[src/hdl/wphu_pkg.sv]
// ----------------------------------------------------------------------------
// wphu_pkg
// Shared types and constants for the wall presence hysteresis unit.
// ----------------------------------------------------------------------------
package wphu_pkg;

  localparam int ADDR_W = 5;
  localparam int DATA_W = 32;

  typedef enum logic [2:0] {
    REG_FRONT_DETECT = 3'd0,
    REG_FRONT_CLEAR  = 3'd1,
    REG_SIDE_DETECT  = 3'd2,
    REG_SIDE_CLEAR   = 3'd3,
    REG_INVALID_RUN  = 3'd4
  } wphu_reg_e;

  localparam logic [15:0] FRONT_DETECT_RST = 16'd115;
  localparam logic [15:0] FRONT_CLEAR_RST  = 16'd135;
  localparam logic [15:0] SIDE_DETECT_RST  = 16'd108;
  localparam logic [15:0] SIDE_CLEAR_RST   = 16'd122;
  localparam logic [3:0]  INVALID_RUN_RST  = 4'd2;

  localparam logic signed [16:0] SKEW_MAX = 17'sd32767;
  localparam logic signed [16:0] SKEW_MIN = -17'sd32768;

  typedef struct packed {
    logic        sensors_ready;
    logic [15:0] front_left_distance;
    logic [15:0] front_right_distance;
    logic [15:0] left_side_distance;
    logic [15:0] right_side_distance;
    logic        front_left_ok;
    logic        front_right_ok;
    logic        left_side_ok;
    logic        right_side_ok;
  } wphu_in_t;

  typedef struct packed {
    logic               wall_left;
    logic               wall_front;
    logic               wall_right;
    logic               left_reading_valid;
    logic               front_reading_valid;
    logic               right_reading_valid;
    logic signed [15:0] front_skew_mm;
  } wphu_out_t;

  typedef struct packed {
    logic [15:0] front_detect_mm;
    logic [15:0] front_clear_mm;
    logic [15:0] side_detect_mm;
    logic [15:0] side_clear_mm;
    logic [3:0]  invalid_run_to_clear;
  } wphu_cfg_t;

  typedef struct packed {
    logic               left_flag;
    logic               front_flag;
    logic               right_flag;
    logic [2:0]         valid_marks;
    logic [3:0]         left_invalid_run;
    logic [3:0]         right_invalid_run;
    logic [3:0]         front_invalid_run;
    logic signed [15:0] skew_hold;
  } wphu_state_t;

endpackage

[src/hdl/wphu_cfg.sv]
// ----------------------------------------------------------------------------
// wphu_cfg
// Threshold and run length registers behind a simple APB-style port.
// ----------------------------------------------------------------------------
module wphu_cfg (
  input  logic                       clk,
  input  logic                       rst,
  input  logic                       psel,
  input  logic                       penable,
  input  logic                       pwrite,
  input  logic [wphu_pkg::ADDR_W-1:0] paddr,
  input  logic [wphu_pkg::DATA_W-1:0] pwdata,
  output logic [wphu_pkg::DATA_W-1:0] prdata,
  output logic                       pready,
  output wphu_pkg::wphu_cfg_t        cfg
);
  import wphu_pkg::*;

  wphu_reg_e reg_sel;
  logic      wr_en;

  assign reg_sel = wphu_reg_e'(paddr[ADDR_W-1:2]);
  assign wr_en   = psel && penable && pwrite;
  assign pready  = 1'b1;

  always_ff @(posedge clk) begin
    if (rst) begin
      cfg.front_detect_mm      <= FRONT_DETECT_RST;
      cfg.front_clear_mm       <= FRONT_CLEAR_RST;
      cfg.side_detect_mm       <= SIDE_DETECT_RST;
      cfg.side_clear_mm        <= SIDE_CLEAR_RST;
      cfg.invalid_run_to_clear <= INVALID_RUN_RST;
    end else if (wr_en) begin
      unique case (reg_sel)
        REG_FRONT_DETECT: cfg.front_detect_mm      <= pwdata[15:0];
        REG_FRONT_CLEAR:  cfg.front_clear_mm       <= pwdata[15:0];
        REG_SIDE_DETECT:  cfg.side_detect_mm       <= pwdata[15:0];
        REG_SIDE_CLEAR:   cfg.side_clear_mm        <= pwdata[15:0];
        REG_INVALID_RUN:  cfg.invalid_run_to_clear <= pwdata[3:0];
        default: ;
      endcase
    end
  end

  always_comb begin
    unique case (reg_sel)
      REG_FRONT_DETECT: prdata = DATA_W'(cfg.front_detect_mm);
      REG_FRONT_CLEAR:  prdata = DATA_W'(cfg.front_clear_mm);
      REG_SIDE_DETECT:  prdata = DATA_W'(cfg.side_detect_mm);
      REG_SIDE_CLEAR:   prdata = DATA_W'(cfg.side_clear_mm);
      REG_INVALID_RUN:  prdata = DATA_W'(cfg.invalid_run_to_clear);
      default:          prdata = '0;
    endcase
  end

endmodule

[src/hdl/wphu_track.sv]
// ----------------------------------------------------------------------------
// wphu_track
// Wall flag state with detect/clear hysteresis, invalid run counters and
// the held forward skew.
// ----------------------------------------------------------------------------
module wphu_track #(
  parameter int DIST_WIDTH = 16
) (
  input  logic                  clk,
  input  logic                  rst,
  input  logic                  update,
  input  wphu_pkg::wphu_in_t    item,
  input  wphu_pkg::wphu_cfg_t   cfg,
  output wphu_pkg::wphu_state_t state,
  output wphu_pkg::wphu_state_t state_next
);
  import wphu_pkg::*;

  logic [15:0]        fl, fr, ls, rs;
  logic               f_any, f_both;
  logic               det, clr;
  logic [4:0]         left_cnt, right_cnt, front_cnt;
  logic signed [16:0] diff;
  wphu_state_t        upd;

  // returns {force open, new run count}
  function automatic logic [4:0] count_run(input logic [3:0] run, input logic [3:0] thr);
    logic [3:0] r;
    r = run;
    if (r < thr) begin
      r = r + 4'd1;
    end
    return {(r >= thr), r};
  endfunction

  assign fl = 16'(item.front_left_distance[DIST_WIDTH-1:0]);
  assign fr = 16'(item.front_right_distance[DIST_WIDTH-1:0]);
  assign ls = 16'(item.left_side_distance[DIST_WIDTH-1:0]);
  assign rs = 16'(item.right_side_distance[DIST_WIDTH-1:0]);

  assign f_any  = item.front_left_ok || item.front_right_ok;
  assign f_both = item.front_left_ok && item.front_right_ok;

  assign left_cnt  = count_run(state.left_invalid_run, cfg.invalid_run_to_clear);
  assign right_cnt = count_run(state.right_invalid_run, cfg.invalid_run_to_clear);
  assign front_cnt = count_run(state.front_invalid_run, cfg.invalid_run_to_clear);

  assign diff = $signed({1'b0, fl}) - $signed({1'b0, fr});

  always_comb begin
    priority if (f_both) begin
      det = (fl <= cfg.front_detect_mm) && (fr <= cfg.front_detect_mm);
      clr = (fl >= cfg.front_clear_mm) && (fr >= cfg.front_clear_mm);
    end else if (item.front_left_ok) begin
      det = fl <= cfg.front_detect_mm;
      clr = fl >= cfg.front_clear_mm;
    end else begin
      det = fr <= cfg.front_detect_mm;
      clr = fr >= cfg.front_clear_mm;
    end
  end

  always_comb begin
    upd = state;
    upd.valid_marks = {item.right_side_ok, f_any, item.left_side_ok};

    if (item.left_side_ok) begin
      upd.left_invalid_run = '0;
      upd.left_flag = state.left_flag ? (ls < cfg.side_clear_mm) : (ls <= cfg.side_detect_mm);
    end else begin
      upd.left_invalid_run = left_cnt[3:0];
      upd.left_flag = left_cnt[4] ? 1'b0 : state.left_flag;
    end

    if (item.right_side_ok) begin
      upd.right_invalid_run = '0;
      upd.right_flag = state.right_flag ? (rs < cfg.side_clear_mm) : (rs <= cfg.side_detect_mm);
    end else begin
      upd.right_invalid_run = right_cnt[3:0];
      upd.right_flag = right_cnt[4] ? 1'b0 : state.right_flag;
    end

    if (f_any) begin
      upd.front_invalid_run = '0;
      priority if (!state.front_flag && det) begin
        upd.front_flag = 1'b1;
      end else if (state.front_flag && clr) begin
        upd.front_flag = 1'b0;
      end else begin
        upd.front_flag = state.front_flag;
      end
    end else begin
      upd.front_invalid_run = front_cnt[3:0];
      if (front_cnt[4]) begin
        upd.front_flag = 1'b0;
      end
    end

    if (f_both) begin
      priority if (diff > SKEW_MAX) begin
        upd.skew_hold = SKEW_MAX[15:0];
      end else if (diff < SKEW_MIN) begin
        upd.skew_hold = SKEW_MIN[15:0];
      end else begin
        upd.skew_hold = diff[15:0];
      end
    end
  end

  assign state_next = (update && item.sensors_ready) ? upd : state;

  always_ff @(posedge clk) begin
    if (rst) begin
      state <= '0;
    end else begin
      state <= state_next;
    end
  end

endmodule

[src/hdl/wall_presence_hysteresis_unit.sv]
// ----------------------------------------------------------------------------
// wall_presence_hysteresis_unit
// Left, front and right wall detection with hysteresis from range readings.
// ----------------------------------------------------------------------------
// One sensor set is taken per clock while the output side keeps taking results,
// and each set gives one result: the wall flags, valid marks and held forward
// skew after that set. A set goes into an input register, the state update runs
// once the result register is free, and the result register loads with it, so a
// result is offered from the result register, behind the input register.
module wall_presence_hysteresis_unit #(
  parameter int DIST_WIDTH = 16
) (
  input  logic                        clk,
  input  logic                        rst,
  input  logic                        in_valid,
  output logic                        in_ready,
  input  wphu_pkg::wphu_in_t          in_item,
  output logic                        out_valid,
  input  logic                        out_ready,
  output wphu_pkg::wphu_out_t         out_item,
  input  logic                        psel,
  input  logic                        penable,
  input  logic                        pwrite,
  input  logic [wphu_pkg::ADDR_W-1:0] paddr,
  input  logic [wphu_pkg::DATA_W-1:0] pwdata,
  output logic [wphu_pkg::DATA_W-1:0] prdata,
  output logic                        pready
);
  import wphu_pkg::*;

  logic        s0_valid;
  wphu_in_t    s0_item;
  logic        advance;
  wphu_cfg_t   cfg;
  wphu_state_t state, state_next;

  assign advance  = s0_valid && (!out_valid || out_ready);
  assign in_ready = !s0_valid || advance;

  wphu_cfg u_cfg (
    .clk     (clk),
    .rst     (rst),
    .psel    (psel),
    .penable (penable),
    .pwrite  (pwrite),
    .paddr   (paddr),
    .pwdata  (pwdata),
    .prdata  (prdata),
    .pready  (pready),
    .cfg     (cfg)
  );

  wphu_track #(
    .DIST_WIDTH (DIST_WIDTH)
  ) u_track (
    .clk        (clk),
    .rst        (rst),
    .update     (advance),
    .item       (s0_item),
    .cfg        (cfg),
    .state      (state),
    .state_next (state_next)
  );

  always_ff @(posedge clk) begin
    if (rst) begin
      s0_valid <= 1'b0;
    end else if (in_ready) begin
      s0_valid <= in_valid;
    end
  end

  always_ff @(posedge clk) begin
    if (in_valid && in_ready) begin
      s0_item <= in_item;
    end
  end

  always_ff @(posedge clk) begin
    if (rst) begin
      out_valid <= 1'b0;
    end else if (advance) begin
      out_valid <= 1'b1;
    end else if (out_ready) begin
      out_valid <= 1'b0;
    end
  end

  always_ff @(posedge clk) begin
    if (advance) begin
      out_item.wall_left           <= state_next.left_flag;
      out_item.wall_front          <= state_next.front_flag;
      out_item.wall_right          <= state_next.right_flag;
      out_item.left_reading_valid  <= state_next.valid_marks[0];
      out_item.front_reading_valid <= state_next.valid_marks[1];
      out_item.right_reading_valid <= state_next.valid_marks[2];
      out_item.front_skew_mm       <= state_next.skew_hold;
    end
  end

`ifndef NO_ASSERTIONS
  // state moves only when a set with sensors ready leaves the input register
  a_hold_when_idle: assert property (@(posedge clk) disable iff (rst)
    !(advance && s0_item.sensors_ready) |=> $stable(state))
    else $error("state changed without a ready sensor set");

  a_out_matches_state: assert property (@(posedge clk) disable iff (rst)
    out_valid |-> (out_item.wall_left == state.left_flag) &&
                  (out_item.wall_front == state.front_flag) &&
                  (out_item.wall_right == state.right_flag) &&
                  (out_item.front_skew_mm == state.skew_hold))
    else $error("pending result differs from tracked state");

  a_front_mark_run: assert property (@(posedge clk) disable iff (rst)
    state.valid_marks[1] |-> (state.front_invalid_run == 4'd0))
    else $error("front run count nonzero after a valid forward reading");

  a_left_mark_run: assert property (@(posedge clk) disable iff (rst)
    state.valid_marks[0] |-> (state.left_invalid_run == 4'd0))
    else $error("left run count nonzero after a valid side reading");

  a_empty_ready: assert property (@(posedge clk) disable iff (rst)
    !s0_valid |-> in_ready)
    else $error("input stalled with empty input register");
`endif

endmodule

[config.mk]
export PLATFORM = sky130hd
export DESIGN_NAME = wall_presence_hysteresis_unit
export DESIGN_NICKNAME = d
export VERILOG_FILES = /design/src/hdl/wphu_pkg.sv /design/src/hdl/wphu_cfg.sv /design/src/hdl/wphu_track.sv /design/src/hdl/wall_presence_hysteresis_unit.sv
export SDC_FILE = /design/constraint.sdc
export NUM_CORES = 1
export LEC_CHECK = 0
export BUFFER_PORTS_ARGS = -buffer_cell sky130_fd_sc_hd__buf_4
export CORE_MARGIN = 2
export CORE_UTILIZATION = 45
export CTS_CLUSTER_DIAMETER = 50
export CTS_CLUSTER_SIZE = 24
export DETAILED_ROUTE_END_ITERATION = 10
export GPL_TIMING_DRIVEN = 0
export PLACE_DENSITY = 0.65
export SLEW_MARGIN = 20
export SYNTH_ARGS = -nofsm -noshare
export SYNTH_HDL_FRONTEND = slang
export SYNTH_SLANG_ARGS = --single-unit
[constraint.sdc]
create_clock -name clk -period 8.3 [get_ports clk]
set_clock_uncertainty 0.1 [all_clocks]
set_input_delay 1.245 -clock clk [delete_from_list [all_inputs] [get_ports clk]]
set_output_delay 1.245 -clock clk [all_outputs]
set_load 0.02 [all_outputs]
==> summary.md <==
| Metric | Value |
|---|---|
| Gr ovfl total | `0` |
| Crit path max fanout | `10` |
| Chip width | `167 um` |
| Mapped Cells | `1,223` |
| Total GRT Usage | `between 20% and 30%` |
| Leak | `slightly below 0.006 uW` |
| Placeable core area | `between 20,000 and 30,000 um^2` |
| Most used DFF post-synth | `dfxtp_1` |
| Worst relative slew slack | `approximately a third` |
| Hold buffers post-CTS | `0` |
| Wirelength per Cell | `roughly 19 um` |
| Layout cells sized above 1 | `17.2%` |
| CP Class | `primary input to output port` |
| Max H-tree Level | `4` |
| Total Wirelength | `roughly 32,000 um` |
| Setup TNS | `0 ns` |
| # clock sinks | `195` |
| Hold Path Depth | `2` |
| Hold Path Class | `register to register` |
| Crit share post-route | `53.0%` |
| Crit start category | `primary input` |
| FF/Latch Area | `4810 um^2` |
| DRT Pass-1 Iters | `7` |
| CP arrival | `slightly above 3 ns` |
| Max Fclk | `around 230 MHz` |
| Max-slew violation count | `0` |
| Worst Setup End Kind | `output port` |
| Largest net degree at the start of global routing | `37` |
| Standard-cell rows | `59` |
| Syn_area_per_cell | `9.73 um^2` |
| Post-route ant nets | `0` |
| Post-CTS Setup Bufs | `0` |
| Post-cts sizing count | `0` |
| Pwr dens | `161 nW/um^2` |
| Flops & latches, synth | `between 150 and 200` |
| First-pass GRT wire length | `slightly above 50,000 um` |
| HPWL Detailed | `around 26,000 um` |
| Antenna violations before repair | `1` |
| Via count | `9,626` |
| I/O Buffers | `between 100 and 150` |
| DRC Markers | `0` |
| Clock slew at reported path FFs | `0.07 ns` |
| Multi-input gate area | `6480 um^2` |
| Area Growth Syn to Fin | `17.6%` |
| Hold_sp | `u_track.state[2]$_SDFF_PP0_` |
| WHS Endpoint | `u_track.state[2]$_SDFF_PP0_` |
| Fillers | `2,349` |
| Clock buffer count from CTS | `17` |
| # nets final | `between 1,500 and 2,000` |
| Tightest Pin Transition | `roughly 1 ns` |
| Yosys warns | `0` |
| Min Tclk post-route | `approximately 4.4 ns` |
| Vias in the first global route | `9,397` |
| Sequential fraction of the synthesis area | `between 40% and 50%` |
| # diodes | `0` |
| CTS tree | `built` |
| RSZ-0062 raised after global routing | `no` |
| Number of enable flip-flop cells after synthesis | `between 90 and 100` |
| Root buf cell | `clkbuf_16` |
| R2R Setup Slk | `4.61 ns` |
| Critical Path RT | `6.95 ns` |
| Post-synth cell types | `75` |
| Final Instance Area | `14,000 um^2` |
| Fin. Hold Viols | `0` |
| Syn Std Cell Area | `about 12,000 um^2` |
| Die height | `167 um` |
| Area post-placement | `13,400 um^2` |
| Worst skew pair latency | `0.45 ns` |
| Run status | `completed` |
| DRT iter0 DRCs | `between 700 and 800` |
| CTS Buffer Depth | `2` |
| Max-capacitance violation count | `0` |
| Peak VDD IR | `0.142 mV` |
| Setup violators final | `0` |
| Reg2Reg Depth | `14` |
| FF-to-FF End | `out_item[20]$_DFFE_PP_` |
| FFs w/ async S/R, synth | `0%` |
| Routability Congestion | `between 0.9 and 1` |
| Starting Density | `45.8%` |
| Ports | `170` |
| DR vias/cell | `5.54` |
| Die ar. | `between 20,000 and 30,000 um^2` |
| Worst r2r src | `u_cfg.cfg[1]$_SDFFE_PP1P_` |
cells by family (layout without fill, tap and decap cells):
group	count (synthesis)	count (layout)	share of synthesized area (%)
AOI/OAI and AO/OA	301	301	16.7
and+or+nand+nor	354	354	14.0
other	2	17	0.0631
xor gates and xnor gates	20	20	1.47
DFF	195	195	40.5
adders and majority gates	176	176	18.5
buffers and inverters	153	319	5.60
muxes	22	22	3.17
worst max path at each step:
stage                    from                     to  slack, ns
finish               paddr[2]              prdata[3]       3.90
global route         paddr[2]              prdata[3]       3.70
detailed placement   paddr[2]              prdata[3]       3.90
CTS                  paddr[2]              prdata[3]       3.89
global placement    out_ready  s0_item[56]$_DFFE_PP_       3.85
floorplan            paddr[2]              prdata[0]       4.45
per-stage QoR:
stage                     utilization (%)  hold WS (ns)  instances  power [uW]  worst slack [ns]
after detailed placement             51.6         0.353       1707        1440              3.90
after global placement               51.5         0.342       1706        1440              3.85
after CTS                            53.9         0.364       1739        2270              3.89
after floorplan                         -         0.336       1238        1310              4.45
final                                53.9         0.367       1739        2260              3.90
after global routing                 53.9         0.397       1739        2350              3.70
report_power, final:
group / switching (uW) / leakage, uW / internal (uW)
clock network: 408 / 0.000298 / 426
logic: 202 / 0.00376 / 153
registers: 29.5 / 0.00172 / 1040
Yosys cell counts (7+ instances only):
cell type | instances | area, um^2
ha_1 | 167 | 2090
a22oi_1 | 13 | 97.6
maj3_2 | 8 | 90.1
inv_1 | 92 | 345
nor2_1 | 54 | 203
a21o_1 | 23 | 173
nand2_1 | 162 | 608
edfxtp_1 | 91 | 2730
a21oi_1 | 110 | 551
nand4_1 | 21 | 131
a211oi_1 | 16 | 120
mux4_2 | 12 | 270
xnor2_1 | 14 | 123
a211oi_2 | 10 | 125
and2_1 | 7 | 43.8
nor3_1 | 16 | 80.1
nor2b_1 | 29 | 181
buf_4 | 20 | 150
o21ai_1 | 12 | 60.1
dfxtp_1 | 104 | 2080
o21ai_0 | 42 | 210
clkbuf_1 | 34 | 128
o211ai_1 | 26 | 195
nand2b_1 | 10 | 62.6
nand3_1 | 25 | 125
worst max-delay path, cell delays in order:
cell and delay [ns]:
buf_4 0.10, buf_2 0.32, clkbuf_1 0.39, nor2b_1 0.32, a22oi_1 0.15, o22ai_1 0.32, buf_4 0.21
cells in the final DEF (no fill, tap or decap), types with 12 or more instances in the layout:
master     instances
nor2b_1           29
xnor2_1           14
clkbuf_16         18
a22oi_1           13
dfxtp_1          104
a21o_1            23
inv_1             93
mux4_2            12
a21oi_1          110
o211ai_1          26
clkbuf_1          34
nand4_1           21
nand2_1          162
nand3_1           25
nor3_1            16
ha_1             167
edfxtp_1          91
o21ai_0           42
o21ai_1           12
conb_1            17
buf_4            153
a211oi_1          16
nor2_1            54
cell type report:
cell class              instances  area share (%)
plain buffers                  61            2.30
clock buffers                  19            3.32
clock inverters                13           0.974
inverters                      92            2.47
multi-input cells             890            46.3
flip-flops and latches        195            34.4
well taps                     335            2.99
repair buffers                134            7.28
per-layer routing:
metal	vias to the layer above	track usage [%]	part of all wire, %	wire length (um)
met1	4474	30.3	44	14100
met3	61	3.92	5.4	1740
met4	2	7.72	2.6	849
li1	4763	-	-	-
met5	-	0	0.034	11
met2	326	39.8	48	15600
registers in the layout, indices dropped and copies added (netlist names):
| register | cells |
|---|---|
| s0_item | 69 |
| u_track.state | 34 |
| s0_valid | 1 |
| u_cfg.cfg | 68 |
| out_valid | 1 |
| out_item | 22 |
(Power assumes the default switching activity.)
